**config.mk**
```make
export PLATFORM = sky130hd
export DESIGN_NAME = parity_replacement_cache_table
export DESIGN_NICKNAME = d
export VERILOG_FILES = /design/src/rtl/core/prct_pkg.sv /design/src/rtl/core/prct_ctrl.sv /design/src/rtl/core/prct_dp.sv /design/src/rtl/core/parity_replacement_cache_table.sv
export VERILOG_INCLUDE_DIRS = /design/src /design/src/rtl/core
export SDC_FILE = /design/constraint.sdc
export NUM_CORES = 2
export LEC_CHECK = 0
export BUFFER_PORTS_ARGS = -buffer_cell sky130_fd_sc_hd__buf_4
export CORE_MARGIN = 1.5
export CORE_UTILIZATION = 46
export CTS_BUF_LIST = sky130_fd_sc_hd__clkbuf_4 sky130_fd_sc_hd__clkbuf_8
export DETAILED_ROUTE_END_ITERATION = 8
export HOLD_SLACK_MARGIN = 0.06
export SETUP_SLACK_MARGIN = 0.3
export SLEW_MARGIN = 20
export SYNTH_ARGS = -nofsm -noshare
export SYNTH_HDL_FRONTEND = slang
export SYNTH_SLANG_ARGS = --single-unit
```
**constraint.sdc**
```tcl
create_clock -name clk -period 17.7 [get_ports clk]
set_input_delay 3.54 -clock clk [delete_from_list [all_inputs] [get_ports clk]]
set_output_delay 3.54 -clock clk [all_outputs]
set_load 0.05 [all_outputs]
```
**src/rtl/core/parity_replacement_cache_table_assert.svh**
```systemverilog
// ----------------------------------------------------------------------------
// Assertion macros for the parity replacement cache table
// Concurrent checks clocked on clk and held off during reset.
// ----------------------------------------------------------------------------
`ifndef PARITY_REPLACEMENT_CACHE_TABLE_ASSERT_SVH
`define PARITY_REPLACEMENT_CACHE_TABLE_ASSERT_SVH
`ifndef SYNTH
`define PRCT_ASSERT(lbl, prop, msg) \
	lbl: assert property (@(posedge clk) disable iff (!arst_n) (prop)) else $error(msg);
`define PRCT_ASSERT_NEVER(lbl, cond, msg) \
	lbl: assert property (@(posedge clk) disable iff (!arst_n) !(cond)) else $error(msg);
`else
`define PRCT_ASSERT(lbl, prop, msg)
`define PRCT_ASSERT_NEVER(lbl, cond, msg)
`endif
`endif

```
**src/rtl/core/prct_pkg.sv**
```systemverilog
// ----------------------------------------------------------------------------
// prct_pkg
// Shared sizes, operation codes and controller commands of the cache table.
// ----------------------------------------------------------------------------
package prct_pkg;

	localparam int CAPACITY = 32;
	localparam int DATA_W   = 32;
	localparam int ADDR_W   = 32;
	localparam int WORD_W   = 32;
	localparam int OP_W     = 2;
	localparam int CNT_W    = $clog2(CAPACITY + 1);

	localparam logic [OP_W-1:0] OP_READ  = 2'd0;
	localparam logic [OP_W-1:0] OP_WRITE = 2'd1;
	localparam logic [OP_W-1:0] OP_FILL  = 2'd2;

	typedef struct packed {
		logic capture;
		logic commit;
	} ctl_t;

endpackage

```
**src/rtl/core/prct_ctrl.sv**
```systemverilog
// ----------------------------------------------------------------------------
// prct_ctrl
// Request sequencer: captures a request, then commits it once the result
// register is free.
// ----------------------------------------------------------------------------
`include "parity_replacement_cache_table_assert.svh"

module prct_ctrl (
	input  logic          clk,
	input  logic          arst_n,
	input  logic          req_valid,
	output logic          req_ready,
	output logic          rsp_valid,
	input  logic          rsp_ready,
	output prct_pkg::ctl_t ctl
);

	typedef enum logic [1:0] {
		ST_IDLE   = 2'b01,
		ST_COMMIT = 2'b10
	} state_t;

	state_t state_q;
	state_t state_d;
	logic   rsp_valid_q;

	assign req_ready   = (state_q == ST_IDLE);
	assign ctl.capture = req_valid && req_ready;
	assign ctl.commit  = (state_q == ST_COMMIT) && (!rsp_valid_q || rsp_ready);
	assign rsp_valid   = rsp_valid_q;

	always_comb begin
		state_d = state_q;
		case (state_q)
			ST_IDLE: begin
				if (ctl.capture) begin
					state_d = ST_COMMIT;
				end
			end
			ST_COMMIT: begin
				if (ctl.commit) begin
					state_d = ST_IDLE;
				end
			end
			default: begin
				state_d = ST_IDLE;
			end
		endcase
	end

	always_ff @(posedge clk or negedge arst_n) begin
		if (!arst_n) begin
			state_q     <= ST_IDLE;
			rsp_valid_q <= 1'b0;
		end else begin
			state_q <= state_d;
			if (ctl.commit) begin
				rsp_valid_q <= 1'b1;
			end else if (rsp_ready) begin
				rsp_valid_q <= 1'b0;
			end
		end
	end

	`PRCT_ASSERT_NEVER(a_capture_during_commit, ctl.capture && ctl.commit, "capture while busy")
	`PRCT_ASSERT(a_commit_shows_result, ctl.commit |=> rsp_valid_q, "commit lost its result")
	`PRCT_ASSERT(a_result_held, (rsp_valid_q && !rsp_ready) |=> rsp_valid_q, "result dropped")

endmodule

```
**src/rtl/core/prct_dp.sv**
```systemverilog
// ----------------------------------------------------------------------------
// prct_dp
// Entry storage, parallel address compare, oldest-match select, insertion
// with parity-chosen victim, and the result register.
// ----------------------------------------------------------------------------
`include "parity_replacement_cache_table_assert.svh"

module prct_dp (
	input  logic                          clk,
	input  logic                          arst_n,
	input  prct_pkg::ctl_t                ctl,
	input  logic [prct_pkg::OP_W-1:0]     operation,
	input  logic [prct_pkg::ADDR_W-1:0]   address,
	input  logic [prct_pkg::WORD_W-1:0]   write_data,
	output logic                          hit,
	output logic [prct_pkg::WORD_W-1:0]   read_data,
	output logic                          evicted_valid,
	output logic [prct_pkg::ADDR_W-1:0]   evicted_address,
	output logic [prct_pkg::WORD_W-1:0]   evicted_data,
	output logic                          evicted_clean
);

	localparam int CAP = prct_pkg::CAPACITY;

	// table
	logic [prct_pkg::ADDR_W-1:0] ent_addr_q  [CAP];
	logic [prct_pkg::DATA_W-1:0] ent_data_q  [CAP];
	logic                        ent_clean_q [CAP];
	logic [prct_pkg::CNT_W-1:0]  count_q;

	// captured request
	logic [prct_pkg::OP_W-1:0]   op_s1;
	logic [prct_pkg::ADDR_W-1:0] addr_s1;
	logic [prct_pkg::DATA_W-1:0] wdata_s1;
	logic [CAP-1:0]              match_s1;

	// result register
	logic                        hit_q;
	logic [prct_pkg::WORD_W-1:0] read_data_q;
	logic                        ev_valid_q;
	logic [prct_pkg::ADDR_W-1:0] ev_addr_q;
	logic [prct_pkg::WORD_W-1:0] ev_data_q;
	logic                        ev_clean_q;

	logic [CAP-1:0]              match_now;
	logic [CAP-1:0]              first_oh;
	logic [CAP-1:0]              ins_sel;
	logic [prct_pkg::DATA_W-1:0] hit_data;
	logic                        any_hit;
	logic                        is_read;
	logic                        is_write;
	logic                        is_fill;
	logic                        ins_req;
	logic                        full;
	logic                        ev_shift;
	logic [prct_pkg::ADDR_W-1:0] shift_addr  [CAP];
	logic [prct_pkg::DATA_W-1:0] shift_data  [CAP];
	logic                        shift_clean [CAP];

	always_comb begin
		for (int i = 0; i < CAP; i++) begin
			match_now[i] = (ent_addr_q[i] == address) &&
				(prct_pkg::CNT_W'(i) < count_q);
		end
	end

	always_ff @(posedge clk) begin
		if (ctl.capture) begin
			op_s1    <= operation;
			addr_s1  <= address;
			wdata_s1 <= prct_pkg::DATA_W'(write_data);
			match_s1 <= match_now;
		end
	end

	assign first_oh = match_s1 & (~match_s1 + CAP'(1));
	assign any_hit  = |match_s1;
	assign is_read  = (op_s1 == prct_pkg::OP_READ);
	assign is_write = (op_s1 == prct_pkg::OP_WRITE);
	assign is_fill  = (op_s1 == prct_pkg::OP_FILL);
	assign ins_req  = (is_write && !any_hit) || is_fill;
	assign full     = (count_q == prct_pkg::CNT_W'(CAP));
	assign ev_shift = ins_req && full && !addr_s1[0];

	always_comb begin
		hit_data = '0;
		for (int i = 0; i < CAP; i++) begin
			if (first_oh[i]) begin
				hit_data = hit_data | ent_data_q[i];
			end
			ins_sel[i] = full ? (i == CAP - 1) : (count_q == prct_pkg::CNT_W'(i));
		end
	end

	for (genvar g = 0; g < CAP; g++) begin : g_entry
		if (g < CAP - 1) begin : g_mid
			assign shift_addr[g]  = ent_addr_q[g + 1];
			assign shift_data[g]  = ent_data_q[g + 1];
			assign shift_clean[g] = ent_clean_q[g + 1];
		end else begin : g_top
			assign shift_addr[g]  = addr_s1;
			assign shift_data[g]  = wdata_s1;
			assign shift_clean[g] = is_fill;
		end

		always_ff @(posedge clk) begin
			if (ctl.commit) begin
				if (ev_shift) begin
					ent_addr_q[g]  <= shift_addr[g];
					ent_data_q[g]  <= shift_data[g];
					ent_clean_q[g] <= shift_clean[g];
				end else if (ins_req && ins_sel[g]) begin
					ent_addr_q[g]  <= addr_s1;
					ent_data_q[g]  <= wdata_s1;
					ent_clean_q[g] <= is_fill;
				end else if (is_write && first_oh[g]) begin
					ent_data_q[g]  <= wdata_s1;
					ent_clean_q[g] <= 1'b0;
				end
			end
		end
	end

	always_ff @(posedge clk or negedge arst_n) begin
		if (!arst_n) begin
			count_q <= '0;
		end else if (ctl.commit && ins_req && !full) begin
			count_q <= count_q + prct_pkg::CNT_W'(1);
		end
	end

	always_ff @(posedge clk) begin
		if (ctl.commit) begin
			hit_q       <= (is_read || is_write) && any_hit;
			read_data_q <= (is_read && any_hit) ? prct_pkg::WORD_W'(hit_data) : '0;
			ev_valid_q  <= ins_req && full;
			if (ins_req && full) begin
				ev_addr_q  <= addr_s1[0] ? ent_addr_q[CAP - 1] : ent_addr_q[0];
				ev_data_q  <= prct_pkg::WORD_W'(addr_s1[0] ? ent_data_q[CAP - 1]
					: ent_data_q[0]);
				ev_clean_q <= addr_s1[0] ? ent_clean_q[CAP - 1] : ent_clean_q[0];
			end else begin
				ev_addr_q  <= '0;
				ev_data_q  <= '0;
				ev_clean_q <= 1'b0;
			end
		end
	end

	assign hit             = hit_q;
	assign read_data       = read_data_q;
	assign evicted_valid   = ev_valid_q;
	assign evicted_address = ev_addr_q;
	assign evicted_data    = ev_data_q;
	assign evicted_clean   = ev_clean_q;

	`PRCT_ASSERT(a_count_bounded, count_q <= prct_pkg::CNT_W'(CAP), "entry count overflow")
	`PRCT_ASSERT(a_full_stays_full, (ctl.commit && ins_req && full) |=> full, "full table shrank")
	`PRCT_ASSERT(a_fill_no_hit, (ctl.commit && is_fill) |=> !hit_q, "fill reported a hit")

endmodule

```
**src/rtl/core/parity_replacement_cache_table.sv**
```systemverilog
// ----------------------------------------------------------------------------
// parity_replacement_cache_table
// Fully associative address/data table kept in arrival order; a full table
// evicts the oldest entry on an even address and the youngest on an odd one.
//
//   channel  signals                          transfer when
//   req      req_valid/req_ready, operation,  req_valid && req_ready
//            address, write_data
//   rsp      rsp_valid/rsp_ready, hit,        rsp_valid && rsp_ready
//            read_data, evicted_*
//
// A request is handled in a compare step, which checks the address against every
// entry, and a commit step, which picks the oldest match, updates the table and loads the result.
// A new request is taken while the previous result still waits in the
// result register; its commit waits until that result is transferred.
// Reset clears the entry count, the sequencer state and the result valid flag; entry contents need no clearing pass.
// ----------------------------------------------------------------------------
module parity_replacement_cache_table (
	input  logic                        clk,
	input  logic                        arst_n,
	input  logic                        req_valid,
	output logic                        req_ready,
	input  logic [prct_pkg::OP_W-1:0]   operation,
	input  logic [prct_pkg::ADDR_W-1:0] address,
	input  logic [prct_pkg::WORD_W-1:0] write_data,
	output logic                        rsp_valid,
	input  logic                        rsp_ready,
	output logic                        hit,
	output logic [prct_pkg::WORD_W-1:0] read_data,
	output logic                        evicted_valid,
	output logic [prct_pkg::ADDR_W-1:0] evicted_address,
	output logic [prct_pkg::WORD_W-1:0] evicted_data,
	output logic                        evicted_clean
);

	prct_pkg::ctl_t ctl;

	prct_ctrl u_ctrl (
		.clk       (clk),
		.arst_n    (arst_n),
		.req_valid (req_valid),
		.req_ready (req_ready),
		.rsp_valid (rsp_valid),
		.rsp_ready (rsp_ready),
		.ctl       (ctl)
	);

	prct_dp u_dp (
		.clk             (clk),
		.arst_n          (arst_n),
		.ctl             (ctl),
		.operation       (operation),
		.address         (address),
		.write_data      (write_data),
		.hit             (hit),
		.read_data       (read_data),
		.evicted_valid   (evicted_valid),
		.evicted_address (evicted_address),
		.evicted_data    (evicted_data),
		.evicted_clean   (evicted_clean)
	);

endmodule
```
Word-level counts from Yosys, hierarchy flattened --
Memories as Yosys holds them, arrays and structs flattened. Index checks and enable logic that the tools add are counted.
Storage, ports and cells: bits in registers 206, bits in latches 0, RAM bits 2080, bits in read-only memories 0, bits of input ports 70, output and inout port bits 101, logic and storage cells 953, memories 3
Operators by class: add/subtract/negate cells 2, $mul 0, divide/modulo/power cells 0, $lt $le $gt $ge 32, equality and inequality tests 70, shift-type cells 0, muxes and demuxes 523, bitwise logic cells 193, reductions and logical operators 117
Memory list:
- u_dp.ent_addr_q | words 32, width 32, rd ports 32, clocked after Yosys merged registers in 0, write ports 32, RTL line prct_dp.sv:26 | logic [prct_pkg::ADDR_W-1:0] ent_addr_q [CAP];
- u_dp.ent_data_q | words 32, width 32, rd ports 32, clocked after Yosys merged registers in 0, write ports 32, RTL line prct_dp.sv:27 | logic [prct_pkg::DATA_W-1:0] ent_data_q [CAP];
- u_dp.ent_clean_q | words 32, width 1, rd ports 32, clocked after Yosys merged registers in 0, write ports 32, RTL line prct_dp.sv:28 | logic ent_clean_q [CAP];
Operators by type and width (count):
- $mux W32 | 130
- $eq A32 B32 Y1 | 32
- $or A32 B32 Y32 | 31
- $mux W1 | 390
- $or A1 B1 Y1 | 160
- $logic_and A1 B1 Y1 | 105
- $eq A6 B5 Y1 const B | 16
- $lt A5 B6 Y1 const A | 16
- $eq A6 B4 Y1 const B | 8
- $lt A4 B6 Y1 const A | 8
- $add A32 B1 Y32 const B | 1
- $and A32 B32 Y32 | 1
- $not A32 Y32 | 1
- $reduce_or A32 Y1 | 1
- $eq A6 B3 Y1 const B | 4
- $lt A3 B6 Y1 const A | 4
- $eq A6 B2 Y1 const B | 2
- $lt A1 B6 Y1 const A | 2
- $lt A2 B6 Y1 const A | 2
- $add A6 B1 Y6 const B | 1
- $eq A6 B1 Y1 const B | 1
- $eq A6 B6 Y1 const B | 1
- $logic_not A6 Y1 | 1
- $eq A2 B1 Y1 const B | 2
- other kinds (10) | 17

Depth between registers and ports, before layout --
depth in word-level cells 66, depth in mapped cells 12, mapped depth without buffers 8

Modules after synthesis --
A second synthesis with hierarchy kept.
Unflattened totals: cells, all modules 7836, area, all modules 114076.9 um^2
By module, submodules not included:
- prct_dp | times used 1, cells an instance 7825, area an instance 113946.8 um^2, sequential area each 68525.7 um^2
- prct_ctrl | times used 1, cells an instance 11, area an instance 130.1 um^2, sequential area each 76.3 um^2

Least setup slack after synthesis --
OpenSTA, ideal clock, no wires.
path type input -> register, start point in rsp_ready, end point mem u_dp.ent_clean_q[18][0] (netlist: u_dp.ent_clean_q[9][0]) (enable), library setup time 0.395 ns, arrival 10.606 ns, required time 17.305 ns, path slack 6.699 ns, stages on the path 10, path buffers 3, cell sequence nor2b_1 > nor2_1 > nand2_1 > nand2_2 > buf_6 > buf_12 > nand3_4 > nand2_2 > buf_6 > nand2b_1
RTL lines:
- from (decl) | RTL line parity_replacement_cache_table.sv:27 | input logic rsp_ready,
- to (decl) | RTL line prct_dp.sv:28

==> flow_metrics.tcl <==
set metrics [dict create \
    status "finished clean" \
    cts_root_buf "clkbuf_8" \
    rows 183 \
    grt_first_pass_wirelength_um 608000 \
    fmax_mhz 145 \
    worst_setup_path_start_kind "input port" \
    clock_tree.htree_level_count 5 \
    initial_antenna_violation_count 20 \
    stdcell_count 12000 \
    ys_types 83 \
    fin_total_pwr_w 0.0116 \
    worst_ep_required_time_ns 18.42 \
    floorplan.io_pins 171 \
    layout.core_utilization 0.515 \
    final.setup.worst_slack_ns 10.82 \
    setup_viol 0 \
    timing.hold.worst_path_depth 1 \
    drt-pass1-iter-count 7 \
    final_antenna_net_count 0 \
    crit_fanout 34 \
    clkSinkCount 2286 \
    hpwl_after_detailed_placement_um 290000 \
    cts_inserted_buffers 401 \
    sequential_cell_fraction_of_total_power 0.516 \
    internal_power_w 0.00863 \
    synth-edff-count 2277 \
    synth_nets 8306 \
    mappedNetlistArea_mm2 0.115 \
    cp-end-kind "flop" \
    y_dimension_of_the_die_um 503 \
    clockPowerShare 0.415 \
    globalRoute.totalOverflow 0 \
    drt_wl_total_um 442000 \
    p_comb_frac 0.069 \
    fill_cells 21300 \
    grt.met2_usage 0.541 \
    dieArea_mm2 0.253 \
    post_synthesis_sequential_area_ratio 0.596 \
    async_reset_ff_frac 0.00394 \
    timing_worst_setup_path_type "in2reg" \
    register_clock_pin_slew_on_the_reported_worst_setup_and_hold_paths_ns 0.06 \
    measured_slew_at_the_worst_slew_check_pin_ns 1.40 \
    switching_share 0.256 \
    min_period_over_period 0.389 \
    timing_hold_violations_final 0 \
    static-leakage-power_nw 42.6 \
    clkLatencyLatePin_ns 1.14 \
    detailedRoute.firstIterationViolations 10400 \
    cts-hold-fix-buffers 0 \
    numPortBuffers 170 \
    die_width_um 503 \
    vias_in_the_first_global_route 76600 \
    rsz0062_at_grt "no" \
    start_util 0.463 \
    grt.total_usage 0.343 \
    fraction_of_final_layout_cells_with_drive_strength_greater_than_1 0.341 \
    post_drt_wl_per_cell_um 36.8 \
    max_cap_viol_count 0 \
    grt_util_met3 0.0660 \
    post_cts_buffers 0 \
    synth_ff_type "edfxtp_1" \
    syn_to_final_growth_pct 11.2 \
    post_cts.resized_instances 0 \
    synth_area_per_cell_um2 14.0 \
    maximum_number_of_pins_on_one_net_before_global_route_repair 68 \
    finalSetupTns_ns 0 \
    globalRoute.busiestLayer "met2" \
    yosysWarnings 0 \
    max_slew_violation_count 0 \
    power.density_cell_area_mw_per_mm2 90.6 \
    irDropWorstVdd_uv 91.8 \
    finalWorstPathRequiredPeriod_ns 6.88 \
    skew_ns 0.0717 \
    count_of_placed_standard_cells_including_taps 11300 \
    ff2ff_path_depth 9 \
    core_region_area_mm2 0.249 \
    synth-seq-cells 2286 \
    cp.arrival_ns 7.60 \
    synthCells 8233 \
    final_net_count 8451 \
    slew_headroom 0.0665 \
    via_count 77700 \
    worst_hold_path_type "reg2reg" \
    cts_tree "yes" \
    drc 0 \
    grt_util_met1 0.431 \
    viasPerCell 6.47 \
    gp_congestion 0.942 \
    cts-root-to-sink-buffers 4 \
    detailedPlace.worstSlack_ns 9.75 \
    total_switching_power_w 0.00296 \
]
## worst paths after layout
check,endpoint,slack (ns),startpoint
max,u_dp.ent_data_q[1][72]$_DFFE_PP_,10.82,rsp_ready
min,u_dp.ent_data_q[1][107]$_DFFE_PP_,0.54,u_dp.ent_data_q[1][139]$_DFFE_PP_
max reg2reg,u_dp.ent_data_q[1][72]$_DFFE_PP_,11.28,u_dp.match_s1[4]$_DFFE_PP_
min reg2reg,u_dp.ent_data_q[1][107]$_DFFE_PP_,0.54,u_dp.ent_data_q[1][139]$_DFFE_PP_
max in group asynchronous,u_ctrl.state_q[0]$_DFFE_PN1P_,15.23,arst_n
min in group asynchronous,u_ctrl.rsp_valid$_DFFE_PN0P_,2.24,arst_n
## layer usage
layer	vias to the layer above	wire [µm]
li1	31400	-
met1	40100	165000
met5	-	33
met3	1154	39900
met4	6	33800
met2	4972	203000
## per-stage QoR
stage | hold WS [ns] | cell area (µm²)
after floorplan | 0.424 | 115000
after global placement | 0.536 | 120000
after detailed placement | 0.548 | 120000
after CTS | 0.532 | 128000
after global routing | 0.565 | 128000
final | 0.540 | 128000
## synthesized netlist by cell type (43+ instances only)
cell / n / share of area
a21oi_1: 157 / 0.0068
a221oi_1: 119 / 0.0091
a222oi_1: 43 / 0.0037
a22o_1: 43 / 0.0033
a22oi_1: 161 / 0.010
buf_1: 105 / 0.0034
buf_2: 109 / 0.0047
clkbuf_1: 483 / 0.016
edfxtp_1: 2277 / 0.59
mux2_1: 86 / 0.0084
mux2_2: 1710 / 0.17
mux2i_1: 72 / 0.0063
nand2_1: 670 / 0.022
nand3_1: 87 / 0.0038
nand4_1: 135 / 0.0073
nor2_1: 177 / 0.0058
nor3_1: 53 / 0.0023
nor4_1: 179 / 0.0097
o21ai_0: 76 / 0.0033
xnor2_1: 444 / 0.034
xor2_1: 584 / 0.044
## area by class of cell
class,count,area [µm²],area share
clock buffer,532,6570,0.0513
clock inverter,155,920,0.00718
antenna,15,37.5,0.000293
inverter,34,128,0.000997
tap,3330,4170,0.0325
sequential,2286,68600,0.536
timing repair buffer,475,3630,0.0283
multi-input combinational,5180,44000,0.344
## state kept, by name, summed over array words and instances, names as in the netlist
register,count
u_dp.ent_data_q,1024
u_dp.evicted_address,32
u_dp.ent_clean_q,32
u_dp.read_data,32
u_dp.count_q,6
u_dp.evicted_clean,1
u_dp.ent_addr_q,1024
u_ctrl.rsp_valid,1
u_dp.op_s1,2
u_dp.wdata_s1,32
u_dp.evicted_valid,1
u_dp.evicted_data,32
u_dp.addr_s1,32
u_dp.hit,1
u_ctrl.state_q,2
u_dp.match_s1,32
## cells in the final DEF, fill, tap and decap left out, drive strengths merged, types with 72 or more instances in the layout
master  Yosys  final
mux2i      72     72
clkbuf    483    533
a22oi     161    161
nor2      179    179
xnor2     444    444
nand3      99     99
edfxtp   2277   2277
buf       250    474
mux2     1824   1824
o21ai      76     76
a221oi    119    119
nand2     678    678
a21oi     161    161
nor4      184    184
xor2      584    584
clkinv      1    135
nand4     136    136
## critical path: stages
cell and delay [ns]:
buf_4 0.14, nand2b_1 0.16, nand3_1 0.11, or4_1 0.61, nand2_2 0.13, buf_4 0.51, nand3_4 0.40, nand2_2 0.91
nand2b_2 1.04
## power groups by stage
| stage | combinational, W | sequential [W] | clock (W) |
|---|---|---|---|
| 2_1_floorplan | 0.000369 | 0.00609 | 0 |
| 3_3_place_gp | 0.000773 | 0.00609 | 0 |
| 3_5_place_dp | 0.000780 | 0.00609 | 0 |
| 4_1_cts | 0.000782 | 0.00598 | 0.00483 |
| 5_1_grt | 0.000810 | 0.00598 | 0.00507 |
| 6_report | 0.000802 | 0.00598 | 0.00481 |
## cells by family (layout without fill, tap and decap cells)
group | after synthesis | in the layout | share of synthesized area
flip-flops | 2286 | 2286 | 0.596
multiplexers | 1896 | 1896 | 0.186
AND/OR/NAND/NOR | 1477 | 1477 | 0.0627
XOR/XNOR | 1028 | 1028 | 0.0782
AO/OA/AOI/OAI | 776 | 776 | 0.0492
buffers and inverters | 767 | 1196 | 0.0282
adder cells (fa/ha/maj) | 3 | 3 | 0.000326
other | 0 | 15 | 0
(Power assumes the default switching activity.)
